## config.mk

```make
export PLATFORM = sky130hd
export DESIGN_NAME = pce_ctrl
export DESIGN_NICKNAME = d
export VERILOG_FILES = /design/src/hdl/pce_pkg.sv /design/src/hdl/pce_ctrl.sv
export SDC_FILE = /design/constraint.sdc
export NUM_CORES = 1
export LEC_CHECK = 0
export ABC_AREA = 1
export BUFFER_PORTS_ARGS = -buffer_cell sky130_fd_sc_hd__clkbuf_2
export CAP_MARGIN = 20
export CORE_UTILIZATION = 46
export CTS_CLUSTER_SIZE = 40
export DETAILED_ROUTE_END_ITERATION = 16
export GPL_TIMING_DRIVEN = 0
export PLACE_DENSITY = 0.69
export SETUP_SLACK_MARGIN = 0.3
export SLEW_MARGIN = 25
export SYNTH_ARGS = -nofsm -noshare
export SYNTH_HDL_FRONTEND = slang
export SYNTH_SLANG_ARGS = --single-unit
```

## constraint.sdc

```tcl
create_clock -name clk -period 1.17 [get_ports clk]
set_input_delay 0.0585 -clock clk [delete_from_list [all_inputs] [get_ports clk]]
set_output_delay 0.0585 -clock clk [all_outputs]
set_load 0.01 [all_outputs]
```

## src/hdl/pce_pkg.sv

```systemverilog
// Shared types, constants and width helpers for the Pearson correlation engine.
package pce_pkg;

  localparam int SAMPLE_W        = 16;
  localparam int COR_W           = 16;
  localparam int FRAC_BITS       = 14;
  localparam int ROOT_W          = FRAC_BITS + 1;
  localparam int DIV_STEPS       = 2 * FRAC_BITS + 1;
  localparam int DEF_MAX_PAIRS   = 1024;
  localparam int DEF_SAMPLE_BITS = 16;

  // Datapath commands issued by the controller
  typedef struct packed {
    logic acc;
    logic prod;
    logic diff;
    logic mul_step;
    logic div_step;
    logic sqrt_step;
    logic first;
    logic load_out;
  } cmd_t;

  // Used sample width: at most the port width
  function automatic int ext_bits(int sample_bits);
    return (sample_bits < SAMPLE_W) ? sample_bits : SAMPLE_W;
  endfunction

  // Pair counter width
  function automatic int cnt_bits(int max_pairs);
    return $clog2(max_pairs + 1);
  endfunction

  // Width of the unsigned variance and covariance magnitude
  function automatic int mag_bits(int max_pairs, int sample_bits);
    return 2 * cnt_bits(max_pairs) + 2 * ext_bits(sample_bits) - 1;
  endfunction

endpackage

```

## src/hdl/pce_ctrl.sv

```systemverilog
// Sequencer for accumulation and the final divide and square root.
module pce_ctrl import pce_pkg::*; #(
  parameter int MAX_PAIRS   = DEF_MAX_PAIRS,
  parameter int SAMPLE_BITS = DEF_SAMPLE_BITS
) (
  input  logic clk,
  input  logic rst,
  input  logic in_valid,
  input  logic last_pair,
  input  logic out_ready,
  output logic in_ready,
  output logic out_valid,
  output cmd_t cmd
);

  localparam int V_W      = mag_bits(MAX_PAIRS, SAMPLE_BITS);
  localparam int CNT_TOP  = (V_W > DIV_STEPS) ? V_W : DIV_STEPS;
  localparam int STEP_W   = $clog2(CNT_TOP);

  localparam logic [2:0] ST_IDLE = 3'd0;
  localparam logic [2:0] ST_PROD = 3'd1;
  localparam logic [2:0] ST_DIFF = 3'd2;
  localparam logic [2:0] ST_MUL  = 3'd3;
  localparam logic [2:0] ST_DIV  = 3'd4;
  localparam logic [2:0] ST_SQRT = 3'd5;
  localparam logic [2:0] ST_DONE = 3'd6;

  logic [2:0]        state, state_next;
  logic [STEP_W-1:0] cnt, cnt_next;
  logic              out_valid_next;
  logic              cnt_end;

  // End of the current iterative phase
  always_comb begin
    case (state)
      ST_MUL:  cnt_end = (cnt == STEP_W'(V_W - 1));
      ST_DIV:  cnt_end = (cnt == STEP_W'(DIV_STEPS - 1));
      ST_SQRT: cnt_end = (cnt == STEP_W'(ROOT_W - 1));
      default: cnt_end = 1'b0;
    endcase
  end

  // Next state and commands
  always_comb begin
    state_next = state;
    cnt_next   = cnt;
    cmd        = '0;
    in_ready   = 1'b0;
    cmd.first  = (cnt == '0);
    case (state)
      ST_IDLE: begin
        in_ready = 1'b1;
        if (in_valid) begin
          cmd.acc = 1'b1;
          if (last_pair) state_next = ST_PROD;
        end
      end
      ST_PROD: begin
        cmd.prod   = 1'b1;
        state_next = ST_DIFF;
      end
      ST_DIFF: begin
        cmd.diff   = 1'b1;
        cnt_next   = '0;
        state_next = ST_MUL;
      end
      ST_MUL: begin
        cmd.mul_step = 1'b1;
        cnt_next     = cnt_end ? '0 : cnt + 1'b1;
        if (cnt_end) state_next = ST_DIV;
      end
      ST_DIV: begin
        cmd.div_step = 1'b1;
        cnt_next     = cnt_end ? '0 : cnt + 1'b1;
        if (cnt_end) state_next = ST_SQRT;
      end
      ST_SQRT: begin
        cmd.sqrt_step = 1'b1;
        cnt_next      = cnt_end ? '0 : cnt + 1'b1;
        if (cnt_end) state_next = ST_DONE;
      end
      ST_DONE: begin
        if (!out_valid || out_ready) begin
          cmd.load_out = 1'b1;
          state_next   = ST_IDLE;
        end
      end
      default: begin
        state_next = ST_IDLE;
      end
    endcase
  end

  // Hold the result until the receiver takes it
  assign out_valid_next = cmd.load_out ? 1'b1 : (out_ready ? 1'b0 : out_valid);

  always_ff @(posedge clk) begin
    if (rst) begin
      state     <= ST_IDLE;
      cnt       <= '0;
      out_valid <= 1'b0;
    end else begin
      state     <= state_next;
      cnt       <= cnt_next;
      out_valid <= out_valid_next;
    end
  end

endmodule

```

==> results of run 1 <==
-- logic make-up (layout without fill, tap and decap cells) --
group	count (synthesis)	in the layout	synth area share
and+or+nand+nor	60	60	0.424
buffers and inverters	17	48	0.106
AOI/OAI and AO/OA	16	16	0.138
DFF	10	10	0.284
adders and majority gates	2	2	0.0355
xor gates and xnor gates	1	1	0.0124
-- path summary, 6_finish.rpt --
| path | from | to | depth (start not counted) |
|---|---|---|---|
| worst max-delay path | state[2] | cnt[5] | 6 |
| worst min-delay path | out_ready | out_valid | 4 |
| worst max register to register | state[2] | cnt[5] | 6 |
| worst min register to register | cnt[3] | cnt[3] | 2 |
-- placed cells by master, fill, tap and decap left out, types with 4 or more instances in the layout --
cell	n
o21ai_0	5
buf_6	8
dfxtp_4	4
a21oi_1	4
clkbuf_2	4
nand3_1	4
nor2_4	6
nor2_1	6
nand2_2	6
buf_4	9
nand2_1	17
inv_1	8
buf_2	7
inv_4	4
nor2_2	5
-- repair_timing --
item / in CTS / in global routing
endpoints found under the setup margin: 19 / 19
setup buffers: 10 / 3
hold buffers: 0 / 0
endpoints found under the hold margin: 0 / 0
pin swaps: 18 / 11
cloned: 1 / 0
resized for setup: 36 / 23
-- layer usage --
layer  global-route usage  wire length (um)  vias to the layer above
met1                0.342               978                      407
met3               0.0272               183                       10
met2                0.512              1330                       55
met5                    0                 0                        -
met4                0.202                68                        0
li1                     -                 -                      406
-- area by class of cell --
class / count / area share
Buffer: 3 / 0.0190
Clock buffer: 4 / 0.0306
Inverter: 14 / 0.0591
Multi-Input combinational cell: 79 / 0.511
Sequential cell: 10 / 0.185
Tap cell: 15 / 0.0158
Timing Repair Buffer: 27 / 0.180
-- stage by stage --
step	instances	TNS, ns	power, mW	instance area, sq um
after global routing	152	-2.83	2.83	1190
after global placement	134	-0.627	1.60	851
final	152	-1.82	2.65	1190
after floorplan	106	0	1.37	767
after detailed placement	134	-0.814	1.62	851
after CTS	149	-0.972	2.45	1100
-- critical path, delay by kind of cell (launching register included) --
kind            cells  cell delay [ns]
compound gates      2             0.52
buf+inv             2             0.25
flops               1             0.38
simple gates        2             0.22
-- state kept, by name (all words and copies together), names as in the netlist --
signal     count
state          3
cnt            6
out_valid      1
-- power by group through the flow --
stage               Sequential (mW)  Combinational [mW]  Clock (mW)
floorplan                     0.547               0.818           0
global placement              0.566                1.04           0
detailed placement            0.565                1.06           0
CTS                           0.551                1.56       0.334
global route                  0.575                1.89       0.360
finish                        0.570                1.76       0.324
==> flow_metrics.tcl, run 1 <==
set metrics [dict create \
    drtIter0Drc 41 \
    grt_pass1_vias 744 \
    yosysSeqAreaShare 0.284 \
    post_synth_inst_count 106 \
    setup_viol 14 \
    clk_latency_ns 0.27 \
    timing_worst_slew_pin_value_ns 0.427 \
    postSynthRegisterBits 10 \
    drc 0 \
    drt_wl_total_um 2560 \
    grt_start_max_net_pins 9 \
    worst_ir_drop_vdd_mv 1.48 \
    antenna_left 0 \
    multi_input_comb_area_sq_um 606 \
    postSynthNetCount 113 \
    nature_of_the_critical_path_endpoint "register" \
    detailedRoute.firstPassIterationCount 4 \
    route.detailed.vias_per_inst 5.78 \
    layout-drive-gt1-share 0.606 \
    cp_data_arrival_time_ns 1.64 \
    synth_common_cells "nand2_1, nor2_1, inv_1" \
    sw_frac_of_total 0.472 \
    grt_first_pass_wirelength_um 3170 \
    reported_max_cap_violation_count 0 \
    tritoncts_num_sinks 10 \
    post-synth-top-count-cell "nand2_1" \
    kind_of_launch_point_of_the_worst_setup_path "register" \
    holdCritPathClass "input port to register" \
    asyncSetResetFlopFracSynth 0 \
    yosys_warnings 0 \
    combinationalPowerShare 0.662 \
    post-route-worst-setup-slack_ns -0.283 \
    area_of_the_die_sq_um 1690 \
    io_pins 15 \
    run_status "finished with violations" \
    route.vias.total 878 \
    crit_path_cell_trace "inv_4 > nand2_4 > o21ai_4 > buf_6 > nand4_1 > a21oi_1" \
    cp_data_required_time_ns 1.36 \
    root_buffer "clkbuf_4" \
    final.setup_skew_ns 0.00652 \
    path_clk_slew_ns 0.08 \
    fmax_ghz 0.688 \
    die_w_um 41.2 \
    num-fill-cells 68 \
    port_buffers 13 \
    grt_use_total 0.297 \
    worst_path_max_delay_cell "dfxtp_4" \
    globalRouteOverflowTotal 0 \
    maxSlewHeadroom 0.716 \
    area_growth_from_synthesis_to_layout_pct 68.1 \
    synth.area.top_cells "dfxtp_1, nand2_1, nor2_1, inv_1, nand3_1" \
    report.final.slew_viol_count 0 \
    critical_path_class "register to register" \
    post_synth_num_cell_types 25 \
    route.detailed.wl_per_inst_um 16.8 \
    postLayoutCoreUtil 0.868 \
    period_share 1.24 \
    violations "negative setup slack" \
    reg2reg_slack_ns -0.28 \
    grt_setup_unrepaired "yes" \
    cts.htree.levels 1 \
    tritoncts.num_buffers 3 \
    diodes 0 \
    dp_slack_ns -0.123 \
    initial_utilization 0.516 \
    cellPowerDensity_nw_per_um2 2230 \
    hpwlAfterDp_um 1150 \
    clkPwrFrac 0.122 \
    antenna_found_initial 0 \
    yosysTopAreaCell "dfxtp_1" \
    final.hold.worst_slack_ns 0.116 \
    post_synth.cell_area_avg_sq_um 6.66 \
    synth_top_flop_cell "dfxtp_1" \
    gp_congestion 0.825 \
    finish.net_count 145 \
    power_report.internal_total_mw 1.40 \
    synth_area_sq_um 706 \
    synth.top_cell.area_share 0.284 \
    floorplan.rows 13 \
    final_hold_fails 0 \
    crit_path_time_final_ns 1.45 \
    coreArea_sq_um 1370 \
    clk_path_buf_depth 2 \
    p_switching_mw 1.25 \
    p_seq_frac 0.215 \
    cellLeakagePower_nw 0.505 \
    seqCellArea_sq_um 219 \
    synth-edff-count 0 \
    tritoncts "yes" \
    worst_path_largest_cell_delay_ns 0.38 \
    die_h_um 41.2 \
    worstPathMaxFanout 5 \
]
(Power assumes the default switching activity.)
==> run 2: changes to the inputs <==
Settings changed: CORE_MARGIN set to 2.
==> flow_metrics.tcl, run 2 (synthesized netlist as in run 1, its figures left out) <==
set metrics [dict create \
    cp_data_required_time_ns 1.37 \
    finish.net_count 153 \
    tritoncts_num_sinks 10 \
    gp_congestion 0.800 \
    die_h_um 43.2 \
    drtIter0Drc 45 \
    clk_path_buf_depth 2 \
    hpwlAfterDp_um 1160 \
    multi_input_comb_area_sq_um 648 \
    worstRegToRegCells 6 \
    cellLeakagePower_nw 0.545 \
    report.final.slew_viol_count 0 \
    area_of_the_die_sq_um 1860 \
    layout_common_cells "buf_6, nand2_1, buf_4" \
    num-fill-cells 68 \
    grt_setup_unrepaired "yes" \
    dpl_cell_area_sq_um 852 \
    coreArea_sq_um 1470 \
    tritoncts "yes" \
    worst_ir_drop_vdd_mv 2.26 \
    grt_start_max_net_pins 9 \
    final.setup_skew_ns 0.00963 \
    kind_of_launch_point_of_the_worst_setup_path "register" \
    tritoncts.num_buffers 3 \
    cp_top_family "compound AO/OA/AOI/OAI gates" \
    diodes 0 \
    worstPathMaxFanout 6 \
    critical-path-top-cell-by-count "buf_6" \
    antenna_found_initial 0 \
    antenna_left 0 \
    path_length_in_cells_of_the_critical_path 6 \
    largestRegisters "cnt x6, state x3, out_valid x1" \
    route.detailed.wl_per_inst_um 17.5 \
    clk_latency_ns 0.28 \
    route.detailed.vias_per_inst 5.80 \
    nature_of_the_critical_path_endpoint "register" \
    cp.buffers_inverters 3 \
    cellPowerDensity_nw_per_um2 2250 \
    period_share 1.18 \
    crit_path_time_final_ns 1.38 \
    seqCellArea_sq_um 221 \
    finish.instance_area_sq_um 1320 \
    die_w_um 43.2 \
    floorplan.rows 14 \
    grt_pass1_vias 829 \
    cts.htree.levels 1 \
    largest_register "cnt" \
    largest_register_ffs 6 \
    timing_worst_slew_pin_value_ns 0.456 \
    min_delay_path_depth 4 \
    initial_utilization 0.480 \
    setup_viol 18 \
    root_buffer "clkbuf_4" \
    port_buffers 13 \
    post-route-worst-setup-slack_ns -0.208 \
    p_total_mw 2.97 \
    drc 0 \
    critical_path_class "register to register" \
    fmax_ghz 0.726 \
    maxSlewHeadroom 0.696 \
    cp_data_arrival_time_ns 1.58 \
    final_hold_fails 0 \
    violations "negative setup slack" \
    run_status "finished with violations" \
    crit_path_cell_trace "buf_6 > inv_6 > o21ai_4 > buf_6 > nand4_1 > a21oi_1" \
    globalRouteOverflowTotal 0 \
    worst_path_max_delay_cell "dfxtp_2" \
    path_clk_slew_ns 0.08 \
    holdCritPathClass "input port to register" \
    grt_first_pass_wirelength_um 3680 \
    layout_commonest_cell "buf_6" \
    drt_wl_total_um 2820 \
    io_pins 15 \
    grt_use_total 0.261 \
    area_growth_from_synthesis_to_layout_pct 86.7 \
    worst_path_largest_cell_delay_ns 0.36 \
    reported_max_cap_violation_count 0 \
    cts_hold_buf 0 \
    route.vias.total 933 \
    layout-drive-gt1-share 0.683 \
    detailedRoute.firstPassIterationCount 4 \
]
run 2: changes by cell type in the layout (fill, tap and decap cells not counted), sizes merged:
cell	delta
buf	+7
clkinv	+1
run 2: layer usage:
| layer | track usage | wire (um) | vias up | part of all wire |
|---|---|---|---|---|
| li1 | - | - | 422 | - |
| met1 | 0.325 | 1120 | 454 | 0.40 |
| met2 | 0.427 | 1460 | 49 | 0.52 |
| met3 | 0.0553 | 180 | 8 | 0.064 |
| met4 | 0.115 | 52 | 0 | 0.018 |
| met5 | 0 | 0 | - | 0 |
run 2: final timing paths:
kind         startpoint   endpoint  slack, ns
max            state[0]     cnt[5]      -0.21
min reg2reg      cnt[3]     cnt[3]       0.52
min           out_ready  out_valid       0.11
max reg2reg    state[0]     cnt[5]      -0.21
run 2: worst register-to-register path, stage by stage (launching register included):
cell	delay (ns)
dfxtp_2	0.36
buf_6	0.15
inv_6	0.05
o21ai_4	0.32
buf_6	0.16
nand4_1	0.11
a21oi_1	0.15
run 2: per-stage QoR:
stage          setup slack [ns]  hold slack, ns  utilization  setup TNS, ns  cells
3_5_place_dp             -0.128           0.384        0.579         -0.724    135
3_3_place_gp             -0.106           0.380        0.579         -0.664    135
4_1_cts                  -0.114           0.105        0.773          -1.07    152
5_1_grt                  -0.280           0.150        0.895          -3.23    161
6_report                 -0.208           0.113        0.895          -2.34    161
2_1_floorplan           0.00931           0.204            -              0    106
run 2: layout make-up:
| type | instances | share of cell area |
|---|---|---|
| multi-input cells | 79 | 0.492 |
| clock inverters | 1 | 0.00285 |
| well taps | 16 | 0.0152 |
| plain buffers | 3 | 0.0171 |
| clock buffers | 3 | 0.0171 |
| flip-flops and latches | 10 | 0.168 |
| inverters | 14 | 0.0570 |
| repair buffers | 35 | 0.231 |
run 2: where the power goes:
part | switching (mW) | total, mW | internal (mW)
clock | 0.147 | 0.271 | 0.124
combinational | 1.12 | 2.09 | 0.975
sequential | 0.169 | 0.607 | 0.437
run 2: repair_timing:
action	4_1_cts	5_1_grt
buffers inserted	12	9
cloned	1	0
gates resized for setup	46	36
setup endpoints to repair	19	19
hold endpoints to repair	0	0
pin swaps	22	19
==> run 3: changes to the inputs <==
Settings changed: CORE_UTILIZATION 46 to 45, PLACE_DENSITY 0.69 to 0.67.
==> flow_metrics.tcl, run 3 (synthesized netlist as in run 1, its figures left out) <==
set metrics [dict create \
    largestRegisters "cnt x6, state x3, out_valid x1" \
    clkPwrFrac 0.130 \
    p_total_mw 2.56 \
    drt_wl_total_um 1830 \
    maxSlewHeadroom 0.723 \
    dr.max_layer_used "met4" \
    coreArea_sq_um 1490 \
    period_share 1.13 \
    cp_data_arrival_time_ns 1.52 \
    cp_data_required_time_ns 1.37 \
    layout-drive-gt1-share 0.522 \
    largest_register "cnt" \
    sw_frac_of_total 0.445 \
    crit_path_time_final_ns 1.32 \
    report.final.slew_viol_count 0 \
    critical_path_class "register to register" \
    grt_pass1_vias 673 \
    reg2reg_from "state[0]" \
    route.detailed.vias_per_inst 5.14 \
    fmax_ghz 0.756 \
    combinationalPowerShare 0.652 \
    num-fill-cells 108 \
    die_w_um 43.6 \
    initial_utilization 0.474 \
    power_report.internal_total_mw 1.42 \
    clk_path_buf_depth 2 \
    layout_common_cells "nand2_1, nor2_1, buf_4" \
    kind_of_launch_point_of_the_worst_setup_path "register" \
    root_buffer "clkbuf_4" \
    area_growth_from_synthesis_to_layout_pct 56.6 \
    antenna_found_initial 0 \
    io_pins 15 \
    gp_congestion 0.763 \
    p_seq_frac 0.218 \
    diodes 0 \
    final_hold_fails 0 \
    final.setup_skew_ns 0.00840 \
    run_status "finished with violations" \
    largest_register_ffs 6 \
    finish.net_count 144 \
    crit_start "state[0]" \
    path_clk_slew_ns 0.08 \
    cts.htree.levels 1 \
    p_switching_mw 1.14 \
    hpwlAfterDp_um 1160 \
    grt_start_max_net_pins 9 \
    cts_hold_buf 0 \
    postLayoutCoreUtil 0.742 \
    reported_max_cap_violation_count 0 \
    grt_first_pass_wirelength_um 2860 \
    layout_commonest_cell "nand2_1" \
    holdCritPathClass "input port to register" \
    area_of_the_die_sq_um 1900 \
    final.hold.worst_slack_ns 0.0967 \
    antenna_left 0 \
    post-route-worst-setup-slack_ns -0.152 \
    tritoncts.num_buffers 3 \
    worst_ir_drop_vdd_mv 1.51 \
    dr_wl_met3_um 84 \
    tritoncts_num_sinks 10 \
    detailedRoute.firstPassIterationCount 5 \
    nature_of_the_critical_path_endpoint "register" \
    floorplan.rows 14 \
    dpl_cell_area_sq_um 852 \
    grt_use_total 0.203 \
    route.detailed.wl_per_inst_um 12.0 \
    wl_met1_um 860 \
    setup_viol 14 \
    wl_met2_um 844 \
    grt_setup_unrepaired "yes" \
    cellLeakagePower_nw 0.478 \
    violations "negative setup slack" \
    holdCritStartpoint "out_ready" \
    route.vias.total 782 \
    drc 0 \
    tritoncts "yes" \
    finish.instance_area_sq_um 1100 \
    timing_worst_slew_pin_value_ns 0.415 \
    worstPathMaxFanout 5 \
    drtIter0Drc 20 \
    port_buffers 13 \
    cellPowerDensity_nw_per_um2 2320 \
    die_h_um 43.6 \
    clk_latency_ns 0.28 \
    globalRouteOverflowTotal 0 \
]
## run 3: changes by cell type in the layout (fill, tap and decap cells not counted), moves of 3 or more
cell and change:
nand3_2 -3, buf_6 -8, dfxtp_4 -3, inv_1 +3
nand3_1 +3, nor2_1 +3, a21oi_1 +4, a21oi_2 -4
## run 3: power groups by stage
stage | clock network [mW] | registers [mW] | logic, mW
floorplan | 0 | 0.547 | 0.818
global placement | 0 | 0.564 | 1.04
detailed placement | 0 | 0.567 | 1.05
CTS | 0.336 | 0.543 | 1.41
global route | 0.349 | 0.570 | 1.81
finish | 0.334 | 0.559 | 1.67
## run 3: area by class of cell
class | count | area, sq um | share of cell area
tap | 16 | 20.0 | 0.0181
clock buffer | 4 | 36.3 | 0.0328
buffer | 3 | 22.5 | 0.0204
sequential | 10 | 213 | 0.193
inverter | 14 | 66.3 | 0.0600
multi-input combinational | 79 | 538 | 0.487
timing repair buffer | 26 | 209 | 0.189
## run 3: path summary, 6_finish.rpt
| path | end | slack, ns | cells past startpoint |
|---|---|---|---|
| hold reg to reg | cnt[4] | 0.50 | 2 |
| setup reg to reg | cnt[1] | -0.15 | 6 |
| hold / removal | out_valid | 0.1 | 4 |
| setup / recovery | cnt[1] | -0.15 | 6 |
## run 3: routing by layer
metal  global-route usage  up-vias
met5                    0        -
met4                0.109        0
met3               0.0375        5
met2                0.288       23
met1                0.289      353
li1                     -      401
## run 3: through the flow
| step | std cells | TNS [ns] | setup slack [ns] |
|---|---|---|---|
| after floorplan | 106 | 0 | 0.00931 |
| after global placement | 135 | -0.657 | -0.106 |
| after detailed placement | 135 | -0.819 | -0.125 |
| after CTS | 148 | -1.16 | -0.105 |
| after global routing | 152 | -2.32 | -0.214 |
| final | 152 | -1.45 | -0.152 |
## run 3: what timing repair did
action	in CTS	in global routing
gates cloned	1	0
pin swaps	5	6
resized for setup	12	27
buffers inserted	8	4
endpoints found under the hold margin	0	0
setup endpoints to repair	19	19
## run 3: critical path, cell delays in order (launching register included)
cell and delay [ns]:
dfxtp_2 0.35, buf_6 0.14, clkinvlp_4 0.12, o21ai_4 0.26, buf_4 0.18, nand3_1 0.08, a21oi_1 0.12
